$ cat src/rtl/core/dctq_pkg.sv
// ----------------------------------------------------------------------------
// dctq_pkg
// Shared types and constants for the deferred-commit timer queue.
// ----------------------------------------------------------------------------
package dctq_pkg;

    localparam int TABLE_DEPTH = 16;
    localparam int PEND_DEPTH  = 8;
    localparam int SEQ_BITS    = 16;

    localparam logic [1:0] OP_ADD    = 2'd0;
    localparam logic [1:0] OP_DEL    = 2'd1;
    localparam logic [1:0] OP_UPD    = 2'd2;
    localparam logic [1:0] OP_UNUSED = 2'd3;

    localparam logic [1:0] EV_ADD_ACK = 2'd0;
    localparam logic [1:0] EV_DEL_ACK = 2'd1;
    localparam logic [1:0] EV_FIRED   = 2'd2;
    localparam logic [1:0] EV_UPD_END = 2'd3;

    localparam logic [1:0] ST_OK   = 2'd0;
    localparam logic [1:0] ST_FULL = 2'd1;
    localparam logic [1:0] ST_DUP  = 2'd2;

    typedef struct packed {
        logic        valid;
        logic [47:0] expire;
        logic [31:0] conn;
        logic [63:0] user;
    } entry_t;

    typedef enum logic [1:0] {
        CELL_NOP,
        CELL_INS,
        CELL_REM
    } cell_op_t;

    typedef struct packed {
        cell_op_t    op;
        logic        hit;
        logic [47:0] expire;
        logic [31:0] conn;
        logic [63:0] user;
    } cell_cmd_t;

    typedef struct packed {
        logic [1:0]  operation;
        logic [31:0] conn_id;
        logic [47:0] expire_ms;
        logic [63:0] user_data;
        logic [47:0] now_ms;
    } req_beat_t;

    typedef struct packed {
        logic [1:0]  event_kind;
        logic [31:0] conn_id_out;
        logic [47:0] expire_out;
        logic [63:0] user_data_out;
        logic [63:0] timer_id;
        logic [1:0]  status;
        logic        last;
    } rsp_beat_t;

    typedef enum logic [2:0] {
        S_IDLE,
        S_FIRE,
        S_DEL,
        S_ADD,
        S_DONE
    } state_t;

endpackage

$ cat src/rtl/core/dctq_cell.sv
// ----------------------------------------------------------------------------
// dctq_cell
// One slot of a sorted chain: keeps, takes the broadcast entry, or takes a
// neighbor's entry so the chain stays packed and in ascending key order.
// ----------------------------------------------------------------------------
module dctq_cell import dctq_pkg::*;
(
    input  logic      clk,
    input  logic      rst_n,
    input  cell_cmd_t cmd,
    input  entry_t    prev,
    input  logic      prev_less,
    input  entry_t    next,
    output entry_t    self,
    output logic      less,
    output logic      eq
);

    logic        valid_reg, valid_next;
    logic [47:0] expire_reg, expire_next;
    logic [31:0] conn_reg, conn_next;
    logic [63:0] user_reg, user_next;

    assign self = '{valid: valid_reg, expire: expire_reg, conn: conn_reg, user: user_reg};
    assign less = valid_reg && ({expire_reg, conn_reg} < {cmd.expire, cmd.conn});
    assign eq   = valid_reg && (expire_reg == cmd.expire) && (conn_reg == cmd.conn);

    always_comb
    begin
        valid_next  = valid_reg;
        expire_next = expire_reg;
        conn_next   = conn_reg;
        user_next   = user_reg;
        unique case (cmd.op)
            CELL_INS:
            begin
                if (less)
                begin
                    valid_next = valid_reg;
                end
                else if (prev_less)
                begin
                    valid_next  = 1'b1;
                    expire_next = cmd.expire;
                    conn_next   = cmd.conn;
                    user_next   = cmd.user;
                end
                else
                begin
                    valid_next  = prev.valid;
                    expire_next = prev.expire;
                    conn_next   = prev.conn;
                    user_next   = prev.user;
                end
            end
            CELL_REM:
            begin
                // everything at or above the removed key moves down one
                if (cmd.hit && valid_reg && !less)
                begin
                    valid_next  = next.valid;
                    expire_next = next.expire;
                    conn_next   = next.conn;
                    user_next   = next.user;
                end
            end
            default:
            begin
                valid_next = valid_reg;
            end
        endcase
    end

    always_ff @(posedge clk or negedge rst_n)
    begin
        if (!rst_n)
        begin
            valid_reg <= 1'b0;
        end
        else
        begin
            valid_reg <= valid_next;
        end
    end

    always_ff @(posedge clk)
    begin
        expire_reg <= expire_next;
        conn_reg   <= conn_next;
        user_reg   <= user_next;
    end

endmodule

$ cat config.mk
export PLATFORM = sky130hd
export DESIGN_NAME = dctq_cell
export DESIGN_NICKNAME = d
export VERILOG_FILES = /design/src/rtl/core/dctq_pkg.sv /design/src/rtl/core/dctq_cell.sv
export SDC_FILE = /design/constraint.sdc
export NUM_CORES = 1
export LEC_CHECK = 0
export CORE_AREA = 10 10 217 219
export CTS_CLUSTER_SIZE = 12
export DETAILED_ROUTE_END_ITERATION = 10
export DIE_AREA = 0 0 227 229
export DONT_BUFFER_PORTS = 1
export GPL_TIMING_DRIVEN = 0
export PLACE_DENSITY = 0.39
export RECOVER_POWER = 100
export SLEW_MARGIN = 20
export SYNTH_ARGS = -nofsm -noshare
export SYNTH_HDL_FRONTEND = slang
export SYNTH_SLANG_ARGS = --single-unit
$ cat constraint.sdc
create_clock -name clk -period 21.9 [get_ports clk]
set_clock_uncertainty 0.1 [all_clocks]
set_input_delay 1.095 -clock clk [delete_from_list [all_inputs] [get_ports clk]]
set_output_delay 1.095 -clock clk [all_outputs]
set_load 0.005 [all_outputs]
==> impl_metrics.csv <==
group,metric,value,unit
sta,layout_setup_ws,14.14,ns
cts,cts_htree_levels,4,
floorplan,die_h,229,µm
logic_synthesis,yosys.area.top_type_share,0.460,
global_routing,grt_max_degree,22,
sta,finalCritPeriodShare,0.355,
placed_design,gp_routability_congestion,0.890,
worst_setup_path,crit_path_max_fanout,21,
routing,wl_met2,21.8,mm
routing,route.met3.wl,4.58,mm
cts,tritoncts,"yes",
routing,route.top_layer_used,"met5",
routing,wl_per_cell,28.6,µm
floorplan,die-area,0.0520,mm²
power,ir_drop,0.0349,mV
placed_design,port_buffers,0,
placed_design,place_hpwl,36.9,mm
logic_synthesis,synth.most_common_cell,"nand2_1",
power,swShare,0.317,
routing,drt_iter0_markers,303,
routing,wl_met1,15.6,mm
run_status,outcome,"completed",
logic_synthesis,synth_edf_count,144,
sta,worst_slew_pin_slew,1.43,ns
cts,clkLatencyLatePin,0.45,ns
global_routing,grt_use_total,0.160,
cts,cts_resized,0,
power,power_frac_comb,0.169,
worst_setup_path,rr_startpoint,"expire_reg[6]",
logic_synthesis,synth-main-ff-cell,"edfxtp_1",
floorplan,core,0.0427,mm²
worst_setup_path,path_buf_inv,6,
worst_hold_path,worstHoldPathType,"input port to asynchronous set/reset pin",
sta,maxClockFrequency,129,MHz
worst_setup_path,slowest_stage,"clkbuf_1",
power,p_seq_frac,0.469,
worst_setup_path,max_stage_delay,0.94,ns
sta,slew_headroom,0.0436,
cts,clkTransAtPathRegs,0.07,ns
floorplan,num_rows,76,
logic_synthesis,yosys_warnings,0,
final_layout,area_delta_synth_final,13.7,%
global_routing,grt-ovfl-total,0,
routing,num_vias,7254,
sta,fin_crit,7.76,ns
power,netSwitchingPower,0.270,mW
sta,setup-violations-final,0,
sta,finalSetupTns,0,ns
routing,drt_first_pass_iters,7,
power,p_clk_frac,0.362,
cts,post_cts_buffers,0,
logic_synthesis,ys_types,46,
power,p_per_area,79.7,mW/mm²
worst_setup_path,reg2reg_depth,12,
worst_setup_path,reg2reg_setup_slack,14.31,ns
power,p_leak,4.29,nW
logic_synthesis,synthesis.nets,1445,
cts,cts-buffers-inserted,17,
worst_setup_path,cp-start-kind,"input port",
cts,clock-sinks,145,
final_layout,largest_reg_flops,64,
routing,drc_errors,0,
logic_synthesis,synthTopCellsByArea,"edfxtp_1, mux2i_1, ha_1",
worst_setup_path,cp_data_arrival_time,7.74,ns
floorplan,die_w,227,µm
logic_synthesis,async_flop_share,0.00690,
worst_setup_path,crit_path_cell_trace,"inv_1, ha_1, nand4_1, nor4_1, nand2_1, nor4_1, a211oi_1, a31oi_1, clkbuf_1, clkbuf_1, clkbuf_1, clkbuf_1, clkbuf_1",
floorplan,io_pins,587,
cts,cts_root_buf,"clkbuf_16",
final_layout,n_fill_cell,4623,
worst_setup_path,cp.required,21.87,ns
run,cap_violations,0,
logic_synthesis,postSynthAreaPerCell,10.2,µm²
global_routing,antenna_found_initial,6,
logic_synthesis,yosys-top-cells-count,"nand2_1, o21ai_0, edfxtp_1, mux2i_1, inv_1",
power,p_int,0.581,mW
sta,hold_viol,0,
logic_synthesis,synthCells,925,
routing,finalWirelength,43.3,mm
routing,vias_per_cell,4.79,
logic_synthesis,syn-cell-area,0.00939,mm²
sta,rsz0062_at_grt,"no",
global_routing,grt_pass1_vias,7854,
placed_design,post-place-ws,16.76,ns
logic_synthesis,yosys.area.top_type,"edfxtp_1",
cts,clock_path_buffers,2,
sta,drv_slew,0,
worst_setup_path,cp_common_cell,"clkbuf_1",
final_layout,finalCoreUtilization,0.250,
final_layout,drive_gt1_frac,0.0435,
global_routing,grt_pass1_wl,58.9,mm
floorplan,start_util,0.220,
logic_synthesis,ys_ff_latch,145,
routing,ant_nets,0,
worst_setup_path,reg2reg_to,"user_reg[62]",
worst_setup_path,worstSetupPathType,"input port to flip-flop",
final_layout,final_nets,1473,
logic_synthesis,ys_seq_area_frac,0.463,
cts,holdBufCountCts,0,
worst_setup_path,crit_family,"buffers and inverters",
worst_setup_path,endpoint_kind,"flip-flop",
## how the worst max path moves through the flow
stage / cells past startpoint / startpoint / end
6_report: 13 / cmd[102] / user_reg[62]
5_1_grt: 13 / cmd[102] / user_reg[62]
4_1_cts: 8 / cmd[102] / less
3_3_place_gp: 9 / cmd[102] / valid_reg
2_1_floorplan: 9 / cmd[135] / valid_reg
3_5_place_dp: 13 / cmd[102] / expire_reg[47]
## power by group through the flow
stage                     logic (mW)  registers (mW)  clock network, mW
after detailed placement       0.169           0.406                  0
after global routing           0.165           0.403              0.331
final                          0.144           0.399              0.308
after global placement         0.146           0.422                  0
after floorplan                0.102           0.390                  0
after CTS                      0.170           0.400              0.321
## final cells by class
type	count	area (µm²)	share of cell area
Multi-Input combinational cell	647	4510	0.422
Sequential cell	145	4350	0.407
Tap cell	546	683	0.0640
Clock buffer	17	425	0.0398
Inverter	84	315	0.0295
Buffer	49	185	0.0173
Clock inverter	15	174	0.0163
Timing Repair Buffer	9	33.8	0.00316
Antenna cell	3	7.51	0.000703
## per-stage QoR
step / instances / power (mW) / hold WS (ns) / instance area [µm²]
finish: 1515 / 0.851 / 0.234 / 10700
global route: 1513 / 0.899 / 0.195 / 10700
CTS: 1512 / 0.891 / 0.186 / 10900
detailed placement: 1480 / 0.575 / 0.700 / 10300
global placement: 1471 / 0.568 / 0.700 / 10100
floorplan: 925 / 0.492 / 0.443 / 9390
## worst register-to-register path, delay by kind of cell, from the launching register on
family          cells  cell delay, ns
buf+inv             5            3.83
simple gates        4            1.69
compound gates      2            0.77
flops               1            0.45
fa+ha+maj           1            0.35
## metal layers
metal,vias to the layer above,GRT usage
met3,37,0.0633
met5,-,0
met1,3417,0.166
met4,2,0.0702
met2,404,0.280
li1,3394,-
## cells by family after synthesis
group	synth area share
AO/OA/AOI/OAI	0.120
adder cells (fa/ha/maj)	0.107
buffers and inverters	0.0550
flip-flops	0.463
multiplexers	0.155
AND/OR/NAND/NOR	0.100
## cell usage in the layout, fill, tap and decap left out, types with 3 or more instances in the layout
master | Yosys | final
diode_2 | 0 | 3
inv_6 | 0 | 3
nor2_1 | 5 | 5
o21ai_0 | 156 | 156
inv_8 | 0 | 4
a21o_1 | 7 | 7
nand3_1 | 5 | 5
clkbuf_16 | 0 | 17
a21oi_1 | 30 | 30
and4_1 | 3 | 3
a221oi_1 | 3 | 3
edfxtp_1 | 144 | 144
inv_1 | 84 | 84
clkbuf_1 | 35 | 54
nor4_1 | 3 | 4
buf_1 | 9 | 3
nor2b_1 | 3 | 3
nand2_1 | 167 | 167
ha_1 | 80 | 80
nand4_1 | 12 | 12
mux2i_1 | 144 | 144
(Power assumes the default switching activity.)
